--- src/sv/ltt_pkg.sv ---
// ----------------------------------------------------------------------------
// ltt_pkg: shared types and constants of the lambda term tokenizer
// Token kinds, error codes, scan modes, keyword tracker codes, character
// codes and the token record passed between the scanner and the queue.
// ----------------------------------------------------------------------------
package ltt_pkg;

    // Scan mode of the front end
    typedef enum logic [2:0] {
        MODE_IDLE    = 3'd0,
        MODE_IDENT   = 3'd1,
        MODE_NUMBER  = 3'd2,
        MODE_STRING  = 3'd3,
        MODE_SWALLOW = 3'd4
    } scan_mode_t;

    // Token kinds as seen on the output
    typedef enum logic [3:0] {
        KIND_LAM    = 4'd0,
        KIND_VAR    = 4'd1,
        KIND_NUM    = 4'd2,
        KIND_STR    = 4'd3,
        KIND_LPAREN = 4'd4,
        KIND_RPAREN = 4'd5,
        KIND_DOT    = 4'd6,
        KIND_ASSIGN = 4'd7,
        KIND_LET    = 4'd8,
        KIND_IN     = 4'd9,
        KIND_END    = 4'd10,
        KIND_ERROR  = 4'd11
    } token_kind_t;

    // Error codes
    localparam logic [2:0] ERR_NONE         = 3'd0;
    localparam logic [2:0] ERR_UNEXPECTED   = 3'd1;
    localparam logic [2:0] ERR_UNTERMINATED = 3'd2;
    localparam logic [2:0] ERR_OVERFLOW     = 3'd3;
    localparam logic [2:0] ERR_NULL_CHAR    = 3'd4;

    // Keyword tracker codes
    localparam logic [2:0] KW_START = 3'd0;
    localparam logic [2:0] KW_L     = 3'd1;
    localparam logic [2:0] KW_LE    = 3'd2;
    localparam logic [2:0] KW_LET   = 3'd3;
    localparam logic [2:0] KW_I     = 3'd4;
    localparam logic [2:0] KW_IN    = 3'd5;
    localparam logic [2:0] KW_NONE  = 3'd7;

    // Field widths
    localparam int CODE_W   = 21;
    localparam int NUMBER_W = 64;
    localparam int POS_W    = 32;

    // Character codes
    localparam logic [CODE_W-1:0] CH_NUL       = 21'h00;
    localparam logic [CODE_W-1:0] CH_TAB       = 21'h09;
    localparam logic [CODE_W-1:0] CH_CR        = 21'h0D;
    localparam logic [CODE_W-1:0] CH_SPACE     = 21'h20;
    localparam logic [CODE_W-1:0] CH_QUOTE     = 21'h22;
    localparam logic [CODE_W-1:0] CH_HASH      = 21'h23;
    localparam logic [CODE_W-1:0] CH_LPAREN    = 21'h28;
    localparam logic [CODE_W-1:0] CH_RPAREN    = 21'h29;
    localparam logic [CODE_W-1:0] CH_DOT       = 21'h2E;
    localparam logic [CODE_W-1:0] CH_DIGIT_0   = 21'h30;
    localparam logic [CODE_W-1:0] CH_DIGIT_9   = 21'h39;
    localparam logic [CODE_W-1:0] CH_SEMICOLON = 21'h3B;
    localparam logic [CODE_W-1:0] CH_EQUALS    = 21'h3D;
    localparam logic [CODE_W-1:0] CH_UPPER_A   = 21'h41;
    localparam logic [CODE_W-1:0] CH_UPPER_Z   = 21'h5A;
    localparam logic [CODE_W-1:0] CH_BACKSLASH = 21'h5C;
    localparam logic [CODE_W-1:0] CH_UNDERSCORE = 21'h5F;
    localparam logic [CODE_W-1:0] CH_LOWER_A   = 21'h61;
    localparam logic [CODE_W-1:0] CH_LOWER_E   = 21'h65;
    localparam logic [CODE_W-1:0] CH_LOWER_I   = 21'h69;
    localparam logic [CODE_W-1:0] CH_LOWER_L   = 21'h6C;
    localparam logic [CODE_W-1:0] CH_LOWER_N   = 21'h6E;
    localparam logic [CODE_W-1:0] CH_LOWER_T   = 21'h74;
    localparam logic [CODE_W-1:0] CH_LOWER_Z   = 21'h7A;
    localparam logic [CODE_W-1:0] CH_LAMBDA    = 21'h3BB;

    // One output token
    typedef struct packed {
        token_kind_t           kind;
        logic [NUMBER_W-1:0]   number;
        logic [POS_W-1:0]      start;
        logic [POS_W-1:0]      length;
        logic [2:0]            err;
        logic                  last;
    } token_t;

    // Tokens produced by one accepted request
    typedef struct packed {
        logic [1:0] count;
        token_t     slot0;
        token_t     slot1;
    } push_t;

    // Token queue geometry
    localparam int QUEUE_DEPTH = 4;
    localparam int QUEUE_PTR_W = $clog2(QUEUE_DEPTH);
    localparam int QUEUE_CNT_W = $clog2(QUEUE_DEPTH + 1);

    // Stream payload widths
    localparam int S_TDATA_W = 24;
    localparam int M_TDATA_W = 136;

endpackage

--- src/sv/ltt_scanner.sv ---
// ----------------------------------------------------------------------------
// ltt_scanner: front end of the lambda term tokenizer
// Classifies one code point per accepted request, keeps the scan mode and
// the partial token state, and hands zero, one or two tokens to the queue.
// ----------------------------------------------------------------------------
module ltt_scanner #(
    parameter int POSITION_WIDTH = 32,
    parameter int NUMBER_WIDTH   = 64
) (
    input  logic                        clk,
    input  logic                        rst_n,
    input  logic                        accept,
    input  logic [ltt_pkg::CODE_W-1:0]  code_point,
    input  logic                        end_marker,
    output ltt_pkg::push_t              push
);

    ltt_pkg::scan_mode_t          mode_reg, mode_next;
    logic [2:0]                   kw_reg, kw_next_val;
    logic [NUMBER_WIDTH-1:0]      acc_reg, acc_next;
    logic [POSITION_WIDTH-1:0]    start_reg, start_next;
    logic [POSITION_WIDTH-1:0]    length_reg, length_next;
    logic [POSITION_WIDTH-1:0]    pos_reg, pos_next;

    // Character classes
    logic is_letter, is_digit, is_space, is_lam, is_cont, is_quote;
    logic [NUMBER_WIDTH+3:0]      acc_sum;
    logic                         acc_ovf;
    logic [POSITION_WIDTH-1:0]    length_inc;

    // Idle scan results
    logic                         idle_emit;
    ltt_pkg::token_t              idle_tok;
    ltt_pkg::scan_mode_t          idle_mode;

    // Finished tokens built from held state
    ltt_pkg::token_t              ident_tok, num_tok, str_tok;

    logic                         pre_v, post_v;
    ltt_pkg::token_t              pre_t, post_t;

    // Advance the keyword tracker by one character
    function automatic logic [2:0] kw_next(input logic [2:0] m,
                                           input logic [ltt_pkg::CODE_W-1:0] c);
        logic [2:0] r;
        r = ltt_pkg::KW_NONE;
        priority if (m == ltt_pkg::KW_START)
        begin
            if (c == ltt_pkg::CH_LOWER_L)
                r = ltt_pkg::KW_L;
            else if (c == ltt_pkg::CH_LOWER_I)
                r = ltt_pkg::KW_I;
        end
        else if (m == ltt_pkg::KW_L && c == ltt_pkg::CH_LOWER_E)
            r = ltt_pkg::KW_LE;
        else if (m == ltt_pkg::KW_LE && c == ltt_pkg::CH_LOWER_T)
            r = ltt_pkg::KW_LET;
        else if (m == ltt_pkg::KW_I && c == ltt_pkg::CH_LOWER_N)
            r = ltt_pkg::KW_IN;
        else
            r = ltt_pkg::KW_NONE;
        return r;
    endfunction

    // Classify the incoming character
    always_comb
    begin
        is_letter = (code_point >= ltt_pkg::CH_UPPER_A && code_point <= ltt_pkg::CH_UPPER_Z)
                 || (code_point >= ltt_pkg::CH_LOWER_A && code_point <= ltt_pkg::CH_LOWER_Z)
                 || (code_point == ltt_pkg::CH_LAMBDA);
        is_digit  = code_point >= ltt_pkg::CH_DIGIT_0 && code_point <= ltt_pkg::CH_DIGIT_9;
        is_space  = (code_point == ltt_pkg::CH_SPACE)
                 || (code_point >= ltt_pkg::CH_TAB && code_point <= ltt_pkg::CH_CR);
        is_lam    = (code_point == ltt_pkg::CH_HASH) || (code_point == ltt_pkg::CH_BACKSLASH)
                 || (code_point == ltt_pkg::CH_LAMBDA);
        is_cont   = is_letter || is_digit || (code_point == ltt_pkg::CH_UNDERSCORE);
        is_quote  = code_point == ltt_pkg::CH_QUOTE;
    end

    // Accumulate a digit: acc*10 + d, with the carry out flagging overflow
    always_comb
    begin
        acc_sum = ({4'd0, acc_reg} << 3) + ({4'd0, acc_reg} << 1)
                + (NUMBER_WIDTH + 4)'(code_point[3:0]);
        acc_ovf = acc_sum[NUMBER_WIDTH+3:NUMBER_WIDTH] != 4'd0;
        length_inc = length_reg + POSITION_WIDTH'(1);
    end

    // Scan a character as the first one of a token
    always_comb
    begin
        idle_emit = 1'b0;
        idle_tok  = '0;
        idle_mode = ltt_pkg::MODE_IDLE;
        priority if (is_lam)
        begin
            idle_emit     = 1'b1;
            idle_tok.kind = ltt_pkg::KIND_LAM;
        end
        else if (is_letter)
            idle_mode = ltt_pkg::MODE_IDENT;
        else if (is_digit)
            idle_mode = ltt_pkg::MODE_NUMBER;
        else if (is_quote)
            idle_mode = ltt_pkg::MODE_STRING;
        else if (is_space || code_point == ltt_pkg::CH_SEMICOLON)
        begin
            idle_mode = ltt_pkg::MODE_IDLE;
        end
        else if (code_point == ltt_pkg::CH_LPAREN)
        begin
            idle_emit     = 1'b1;
            idle_tok.kind = ltt_pkg::KIND_LPAREN;
        end
        else if (code_point == ltt_pkg::CH_RPAREN)
        begin
            idle_emit     = 1'b1;
            idle_tok.kind = ltt_pkg::KIND_RPAREN;
        end
        else if (code_point == ltt_pkg::CH_DOT)
        begin
            idle_emit     = 1'b1;
            idle_tok.kind = ltt_pkg::KIND_DOT;
        end
        else if (code_point == ltt_pkg::CH_EQUALS)
        begin
            idle_emit     = 1'b1;
            idle_tok.kind = ltt_pkg::KIND_ASSIGN;
        end
        else
        begin
            idle_mode     = ltt_pkg::MODE_SWALLOW;
            idle_emit     = 1'b1;
            idle_tok.kind = ltt_pkg::KIND_ERROR;
            idle_tok.err  = (code_point == ltt_pkg::CH_NUL) ? ltt_pkg::ERR_NULL_CHAR
                                                            : ltt_pkg::ERR_UNEXPECTED;
        end
    end

    // Build tokens from the held identifier, number and string state
    always_comb
    begin
        ident_tok = '0;
        if (kw_reg == ltt_pkg::KW_LET)
            ident_tok.kind = ltt_pkg::KIND_LET;
        else if (kw_reg == ltt_pkg::KW_IN)
            ident_tok.kind = ltt_pkg::KIND_IN;
        else
        begin
            ident_tok.kind   = ltt_pkg::KIND_VAR;
            ident_tok.start  = ltt_pkg::POS_W'(start_reg);
            ident_tok.length = ltt_pkg::POS_W'(length_reg);
        end
        num_tok        = '0;
        num_tok.kind   = ltt_pkg::KIND_NUM;
        num_tok.number = ltt_pkg::NUMBER_W'(acc_reg);
        str_tok        = '0;
        str_tok.kind   = ltt_pkg::KIND_STR;
        str_tok.start  = ltt_pkg::POS_W'(start_reg);
        str_tok.length = ltt_pkg::POS_W'(length_inc);
    end

    // Next scan state
    always_comb
    begin
        logic take_idle;
        take_idle   = 1'b0;
        mode_next   = mode_reg;
        kw_next_val = kw_reg;
        acc_next    = acc_reg;
        start_next  = start_reg;
        length_next = length_reg;
        pos_next    = pos_reg;
        if (accept)
        begin
            if (end_marker)
            begin
                mode_next   = ltt_pkg::MODE_IDLE;
                kw_next_val = ltt_pkg::KW_START;
                acc_next    = '0;
                start_next  = '0;
                length_next = '0;
                pos_next    = '0;
            end
            else
            begin
                pos_next = pos_reg + POSITION_WIDTH'(1);
                unique case (mode_reg)
                    ltt_pkg::MODE_IDLE:
                        take_idle = 1'b1;
                    ltt_pkg::MODE_IDENT:
                    begin
                        if (is_cont)
                        begin
                            length_next = length_inc;
                            kw_next_val = kw_next(kw_reg, code_point);
                        end
                        else
                            take_idle = 1'b1;
                    end
                    ltt_pkg::MODE_NUMBER:
                    begin
                        if (is_digit)
                        begin
                            if (acc_ovf)
                                mode_next = ltt_pkg::MODE_SWALLOW;
                            else
                                acc_next = acc_sum[NUMBER_WIDTH-1:0];
                        end
                        else
                            take_idle = 1'b1;
                    end
                    ltt_pkg::MODE_STRING:
                    begin
                        length_next = length_inc;
                        if (is_quote)
                            mode_next = ltt_pkg::MODE_IDLE;
                    end
                    default:
                    begin
                        mode_next = mode_reg;
                    end
                endcase
                // Start a new token from this character
                if (take_idle)
                begin
                    mode_next = idle_mode;
                    if (idle_mode == ltt_pkg::MODE_IDENT)
                    begin
                        start_next  = pos_reg;
                        length_next = POSITION_WIDTH'(1);
                        kw_next_val = kw_next(ltt_pkg::KW_START, code_point);
                    end
                    else if (idle_mode == ltt_pkg::MODE_NUMBER)
                        acc_next = NUMBER_WIDTH'(code_point[3:0]);
                    else if (idle_mode == ltt_pkg::MODE_STRING)
                    begin
                        start_next  = pos_reg;
                        length_next = POSITION_WIDTH'(1);
                    end
                end
            end
        end
    end

    // Tokens caused by this request: one that ends a token, one that it scans
    always_comb
    begin
        pre_v  = 1'b0;
        pre_t  = '0;
        post_v = 1'b0;
        post_t = '0;
        if (end_marker)
        begin
            unique case (mode_reg)
                ltt_pkg::MODE_IDENT:
                begin
                    pre_v = 1'b1;
                    pre_t = ident_tok;
                end
                ltt_pkg::MODE_NUMBER:
                begin
                    pre_v = 1'b1;
                    pre_t = num_tok;
                end
                ltt_pkg::MODE_STRING:
                begin
                    pre_v      = 1'b1;
                    pre_t.kind = ltt_pkg::KIND_ERROR;
                    pre_t.err  = ltt_pkg::ERR_UNTERMINATED;
                end
                default:
                begin
                    pre_v = 1'b0;
                end
            endcase
            post_v      = 1'b1;
            post_t.kind = ltt_pkg::KIND_END;
        end
        else
        begin
            unique case (mode_reg)
                ltt_pkg::MODE_IDLE:
                begin
                    post_v = idle_emit;
                    post_t = idle_tok;
                end
                ltt_pkg::MODE_IDENT:
                begin
                    if (!is_cont)
                    begin
                        pre_v  = 1'b1;
                        pre_t  = ident_tok;
                        post_v = idle_emit;
                        post_t = idle_tok;
                    end
                end
                ltt_pkg::MODE_NUMBER:
                begin
                    if (is_digit)
                    begin
                        post_v      = acc_ovf;
                        post_t.kind = ltt_pkg::KIND_ERROR;
                        post_t.err  = ltt_pkg::ERR_OVERFLOW;
                    end
                    else
                    begin
                        pre_v  = 1'b1;
                        pre_t  = num_tok;
                        post_v = idle_emit;
                        post_t = idle_tok;
                    end
                end
                ltt_pkg::MODE_STRING:
                begin
                    post_v = is_quote;
                    post_t = str_tok;
                end
                default:
                begin
                    post_v = 1'b0;
                end
            endcase
        end
    end

    // Pack the tokens in order and mark the last one
    always_comb
    begin
        push       = '0;
        push.slot0 = pre_v ? pre_t : post_t;
        push.slot1 = post_t;
        if (accept)
            push.count = {1'b0, pre_v} + {1'b0, post_v};
        if (push.count == 2'd2)
            push.slot1.last = 1'b1;
        else
            push.slot0.last = 1'b1;
    end

    // Hold scan state
    always_ff @(posedge clk or negedge rst_n)
    begin
        if (!rst_n)
        begin
            mode_reg   <= ltt_pkg::MODE_IDLE;
            kw_reg     <= ltt_pkg::KW_START;
            acc_reg    <= '0;
            start_reg  <= '0;
            length_reg <= '0;
            pos_reg    <= '0;
        end
        else
        begin
            mode_reg   <= mode_next;
            kw_reg     <= kw_next_val;
            acc_reg    <= acc_next;
            start_reg  <= start_next;
            length_reg <= length_next;
            pos_reg    <= pos_next;
        end
    end

endmodule

--- src/sv/ltt_token_queue.sv ---
// ----------------------------------------------------------------------------
// ltt_token_queue: back end of the lambda term tokenizer
// Short token queue that takes up to two tokens per cycle from the scanner while it
// has room for two, and hands one token per cycle to the output while out_ready is high.
// ----------------------------------------------------------------------------
module ltt_token_queue (
    input  logic            clk,
    input  logic            rst_n,
    input  ltt_pkg::push_t  push,
    output logic            room,
    output logic            out_valid,
    input  logic            out_ready,
    output ltt_pkg::token_t out_token
);

    ltt_pkg::token_t                  entry_reg [ltt_pkg::QUEUE_DEPTH];
    logic [ltt_pkg::QUEUE_PTR_W-1:0]  wr_ptr_reg, wr_ptr_next;
    logic [ltt_pkg::QUEUE_PTR_W-1:0]  rd_ptr_reg, rd_ptr_next;
    logic [ltt_pkg::QUEUE_CNT_W-1:0]  count_reg, count_next;
    logic [ltt_pkg::QUEUE_PTR_W-1:0]  wr_ptr_plus1;
    logic                             pop;

    // Accept a request only when two tokens fit
    assign room      = count_reg <= ltt_pkg::QUEUE_CNT_W'(ltt_pkg::QUEUE_DEPTH - 2);
    assign out_valid = count_reg != '0;
    assign out_token = entry_reg[rd_ptr_reg];
    assign pop       = out_valid && out_ready;
    assign wr_ptr_plus1 = wr_ptr_reg + ltt_pkg::QUEUE_PTR_W'(1);

    // Advance pointers and fill count
    always_comb
    begin
        wr_ptr_next = wr_ptr_reg + ltt_pkg::QUEUE_PTR_W'(push.count);
        rd_ptr_next = rd_ptr_reg + ltt_pkg::QUEUE_PTR_W'(pop);
        count_next  = count_reg + ltt_pkg::QUEUE_CNT_W'(push.count)
                    - ltt_pkg::QUEUE_CNT_W'(pop);
    end

    always_ff @(posedge clk or negedge rst_n)
    begin
        if (!rst_n)
        begin
            wr_ptr_reg <= '0;
            rd_ptr_reg <= '0;
            count_reg  <= '0;
        end
        else
        begin
            wr_ptr_reg <= wr_ptr_next;
            rd_ptr_reg <= rd_ptr_next;
            count_reg  <= count_next;
        end
    end

    // Write the tokens of one request in order
    always_ff @(posedge clk)
    begin
        if (push.count != 2'd0)
            entry_reg[wr_ptr_reg] <= push.slot0;
        if (push.count == 2'd2)
            entry_reg[wr_ptr_plus1] <= push.slot1;
    end

endmodule

--- src/sv/lambda_term_tokenizer_core.sv ---
// ----------------------------------------------------------------------------
// lambda_term_tokenizer_core: streaming tokenizer for a lambda-calculus text
// Input stream: one code point per request, or an end marker in s_tuser.
// Output stream: one token per request, m_tlast on the last token that an
// input request caused.
// A token is written into the token queue when the input request that causes it
// is accepted, and is offered on m_tvalid once the tokens ahead of it have left.
// Throughput: one code point per cycle while tokens drain as fast as they are
// made; a request that ends one token and starts another puts two tokens in
// the four-entry token queue, and those leave it one per output transfer.
// s_tready is high while the queue holds at most two tokens, so the scanner
// keeps taking input while the receiver holds off m_tready, until the
// queue holds more than two tokens.
// Reset empties the queue and starts a new stream at offset zero; an end
// marker emits END and does the same for the scan state.
// After an ERROR token, input is dropped until the end marker, and tokens
// already emitted in that stream are to be discarded downstream.
// ----------------------------------------------------------------------------
module lambda_term_tokenizer_core #(
    parameter int POSITION_WIDTH = 32,
    parameter int NUMBER_WIDTH   = 64
) (
    input  logic                          clk,
    input  logic                          rst_n,
    input  logic                          s_tvalid,
    output logic                          s_tready,
    input  logic [ltt_pkg::S_TDATA_W-1:0] s_tdata,   // [20:0] code_point
    input  logic                          s_tuser,   // [0] end_marker
    output logic                          m_tvalid,
    input  logic                          m_tready,
    output logic [ltt_pkg::M_TDATA_W-1:0] m_tdata,   // [63:0] number_value,
                                                     // [95:64] token_start,
                                                     // [127:96] token_length,
                                                     // [130:128] error_code
    output logic [3:0]                    m_tuser,   // [3:0] token_kind
    output logic                          m_tlast    // last_of_run
);

    logic             accept;
    logic             room;
    ltt_pkg::push_t   push;
    ltt_pkg::token_t  head;

    // Take a request while the queue has room for two tokens
    assign s_tready = room;
    assign accept   = s_tvalid && room;

    ltt_scanner #(
        .POSITION_WIDTH (POSITION_WIDTH),
        .NUMBER_WIDTH   (NUMBER_WIDTH)
    ) u_scanner (
        .clk        (clk),
        .rst_n      (rst_n),
        .accept     (accept),
        .code_point (s_tdata[ltt_pkg::CODE_W-1:0]),
        .end_marker (s_tuser),
        .push       (push)
    );

    ltt_token_queue u_queue (
        .clk       (clk),
        .rst_n     (rst_n),
        .push      (push),
        .room      (room),
        .out_valid (m_tvalid),
        .out_ready (m_tready),
        .out_token (head)
    );

    // Pack the head token onto the output stream
    assign m_tdata = {5'd0, head.err, head.length, head.start, head.number};
    assign m_tuser = head.kind;
    assign m_tlast = head.last;

endmodule
--- config.mk ---
export PLATFORM = sky130hd
export DESIGN_NAME = lambda_term_tokenizer_core
export DESIGN_NICKNAME = d
export VERILOG_FILES = /design/src/sv/ltt_pkg.sv /design/src/sv/ltt_scanner.sv /design/src/sv/ltt_token_queue.sv /design/src/sv/lambda_term_tokenizer_core.sv
export SDC_FILE = /design/constraint.sdc
export NUM_CORES = 2
export LEC_CHECK = 0
export BUFFER_PORTS_ARGS = -buffer_cell sky130_fd_sc_hd__buf_2
export CAP_MARGIN = 20
export CORE_MARGIN = 1
export CORE_UTILIZATION = 55
export CTS_CLUSTER_DIAMETER = 80
export CTS_CLUSTER_SIZE = 16
export DETAILED_ROUTE_END_ITERATION = 10
export MAX_ROUTING_LAYER = met4
export PLACE_DENSITY = 0.73
export RECOVER_POWER = 100
export SYNTH_ARGS = -nofsm -noshare
export SYNTH_HDL_FRONTEND = slang
export SYNTH_SLANG_ARGS = --single-unit
--- constraint.sdc ---
create_clock -name clk -period 12.5 [get_ports clk]
set_input_delay 2.5 -clock clk [delete_from_list [all_inputs] [get_ports clk]]
set_output_delay 2.5 -clock clk [all_outputs]
set_load 0.02 [all_outputs]
==> results_dict.tcl <==
set metrics [dict create \
    hold_end "u_queue.entry_reg[0][82]" \
    gp_congestion 0.935 \
    synth.avg_cell_area_um2 11.3 \
    dieArea_mm2 0.0687 \
    syn-instance-count 3285 \
    syn2layout_area_growth_pct 6.50 \
    synthArstFlopShare 0.241 \
    dr.pass1.iters 6 \
    drt-total-wl_um 96300 \
    drv_cap 12 \
    grt_pass1_wl_um 152000 \
    switching_power_mw 1.79 \
    skew_ps 24.9 \
    grt_usage 0.288 \
    io_pins 172 \
    synthSimpleGateAreaFrac 0.115 \
    port_buffers 163 \
    hold_path_depth 1 \
    r2r_start "u_scanner.acc_reg[0]" \
    synth_mux_area_frac 0.0832 \
    yosys.area_share.adder 0.0470 \
    wire_per_inst_um 23.0 \
    clk_path_buf_depth 3 \
    synth_top_family_by_area "compound AO/OA/AOI/OAI gates" \
    h-tree-depth 2 \
    violations "max-capacitance violations, max-slew violations" \
    drtIter0Drc 2485 \
    finalSetupViolations 0 \
    powerDensity_mw_per_mm2 141 \
    grt_max_degree 129 \
    rsz0062_at_grt "no" \
    p_leak_nw 14.8 \
    initial_utilization 0.561 \
    hold_violations 0 \
    critPathMaxFanout 38 \
    synthXorXnorAreaFrac 0.0268 \
    synth_top_area_frac 0.233 \
    n_fill_cell 5409 \
    place.detailed.hpwl_um 60300 \
    synth_edf_count 288 \
    fin_crit_sh 0.847 \
    cts_hold_buf 0 \
    setup_tns_ps 0 \
    synth_area_mm2 0.0372 \
    grt_pass1_vias 27900 \
    ir_drop_mv 0.107 \
    status "complete, but fails checks" \
    final_nets 3447 \
    drc 0 \
    worst-r2r-cell-count 21 \
    path_class "primary input to register" \
    clkTransAtPathRegs_ps 70 \
    reg2reg_slack_ps 3890 \
    min_from "u_queue.entry_reg[0][82]" \
    combPwrFrac 0.233 \
    p_int_mw 3.79 \
    via_count 28000 \
    antenna_found_initial 1 \
    viasPerCell 6.70 \
    cts_resized 0 \
    ys_warn_count 0 \
    clock.fmax_mhz 94.5 \
    synth-seq-area-share 0.487 \
    synthFlopType "edfxtp_1" \
    r2r_end "u_queue.entry_reg[1][66]" \
    min_period_ps 10580 \
    cts_buffers 53 \
    core_mm2 0.0663 \
    drive_gt1_frac 0.104 \
    cts_sinks 717 \
    tightest_slew_ps 4690 \
    cp-start-kind "primary input" \
    final_core_util 0.597 \
    required_ps 12790 \
    maxSlewViolCount 598 \
    cts_setup_buffers 0 \
    p_sw_frac 0.321 \
    die_w_um 262 \
    die_height_um 262 \
    synth.distinct_cells 102 \
    hold_path_class "register to register" \
    crit_arrival_ps 10870 \
    yosys.area.top_type "edfxtp_1" \
    ys_ff_latch 717 \
    mostFrequentLayoutCell "edfxtp_1" \
    largest_reg_flops 544 \
    clock_power_share 0.297 \
    seq_power_share 0.470 \
    root_buffer "clkbuf_16" \
    end_kind "register" \
    clkLatencyLatePin_ps 650 \
    cts_tree "done" \
    std_cell_rows 94 \
    final_cell_mix "288 x edfxtp_1, 262 x nor2_1, 256 x a32o_1, 256 x dfxtp_1, 235 x a21oi_1" \
    synth.area.top_cells "edfxtp_1 23%, dfxtp_1 14%, dfrtp_1 12%" \
    relSlewSlack -2.13 \
    startpoint "s_tdata[3]" \
    antenna_left 0 \
    synth_compound_area_frac 0.202 \
    grt_overflow 0 \
]
[layout make-up]
| class | count | area, µm² | area share |
|---|---|---|---|
| antenna | 1 | 2.50 | 0.0000632 |
| clock buffer | 88 | 1480 | 0.0373 |
| clock inverter | 9 | 131 | 0.00332 |
| inverter | 33 | 124 | 0.00313 |
| multi-input combinational | 2262 | 17700 | 0.446 |
| sequential | 717 | 18100 | 0.457 |
| tap | 864 | 1080 | 0.0273 |
| timing repair buffer | 213 | 1030 | 0.0260 |
[worst max-delay path, cell delays in order]
cell and delay, ps:
clkbuf_1 420, inv_1 250, fa_1 590, inv_1 70, ha_1 310, a211oi_1 230
o21bai_1 160, o21ai_0 350, o21ai_0 290, a211oi_1 910, a311oi_1 260, o21ai_0 450
o211ai_1 440, o21ai_0 310, o211ai_1 160, ha_1 670, o21ai_1 400, nor2_4 740
nor2_1 120, inv_1 330, buf_12 310, buf_4 530
[worst max path at each step]
stage / to / slack (ps) / depth (start not counted)
2_1_floorplan: u_queue.entry_reg[0][38] / 3570 / 24
3_3_place_gp: u_queue.entry_reg[1][63] / 2260 / 21
3_5_place_dp: u_queue.entry_reg[1][63] / 2100 / 21
4_1_cts: u_queue.entry_reg[1][66] / 2760 / 21
5_1_grt: u_queue.entry_reg[1][66] / 1360 / 22
6_report: u_queue.entry_reg[1][66] / 1920 / 22
[cell families (layout without fill, tap and decap cells)]
| group | after synthesis | in the layout |
|---|---|---|
| AO/OA/AOI/OAI | 1002 | 1002 |
| buffers and inverters | 310 | 343 |
| flip-flops | 717 | 717 |
| other | 1 | 6 |
| adder cells (fa/ha/maj) | 138 | 138 |
| multiplexers | 139 | 139 |
| XOR/XNOR | 114 | 114 |
| AND/OR/NAND/NOR | 864 | 864 |
[Yosys cell counts, drive strengths merged, types with 20 or more instances]
| master | instances |
|---|---|
| a21o | 31 |
| a21oi | 237 |
| a22o | 49 |
| a32o | 256 |
| a32oi | 57 |
| and2 | 151 |
| and3 | 29 |
| buf | 69 |
| clkbuf | 199 |
| dfrtp | 173 |
| dfxtp | 256 |
| edfxtp | 288 |
| ha | 135 |
| inv | 33 |
| mux4 | 136 |
| nand2 | 195 |
| nand3 | 61 |
| nand4 | 38 |
| nor2 | 266 |
| nor3 | 35 |
| nor4 | 20 |
| o21ai | 198 |
| o31ai | 23 |
| xnor2 | 61 |
| xor2 | 53 |
[metal layers]
| metal | up-vias | part of all wire | track usage |
|---|---|---|---|
| met1 | 14100 | 0.40 | 0.353 |
| met2 | 1020 | 0.52 | 0.497 |
| li1 | 12700 | - | - |
| met5 | - | 0 | - |
| met3 | 190 | 0.056 | 0.0297 |
| met4 | 0 | 0.027 | 0.0943 |
[metrics by stage]
stage	std cells	total power, mW	setup slack, ps	hold slack [ps]	instance area (µm²)
floorplan	3289	3.57	3570	437	37200
global placement	4084	3.97	2260	440	38200
detailed placement	4086	4.00	2100	450	38300
CTS	4183	5.64	2760	466	39900
global route	4187	5.80	1360	475	39600
finish	4187	5.59	1920	463	39600
[power groups by stage]
stage / Combinational (mW) / Clock (mW) / Sequential, mW
4_1_cts: 1.32 / 1.69 / 2.63
2_1_floorplan: 0.966 / 0 / 2.61
3_3_place_gp: 1.25 / 0 / 2.71
3_5_place_dp: 1.32 / 0 / 2.68
5_1_grt: 1.40 / 1.77 / 2.64
6_report: 1.30 / 1.66 / 2.63
Note: power is estimated with default switching activity, not from simulation.
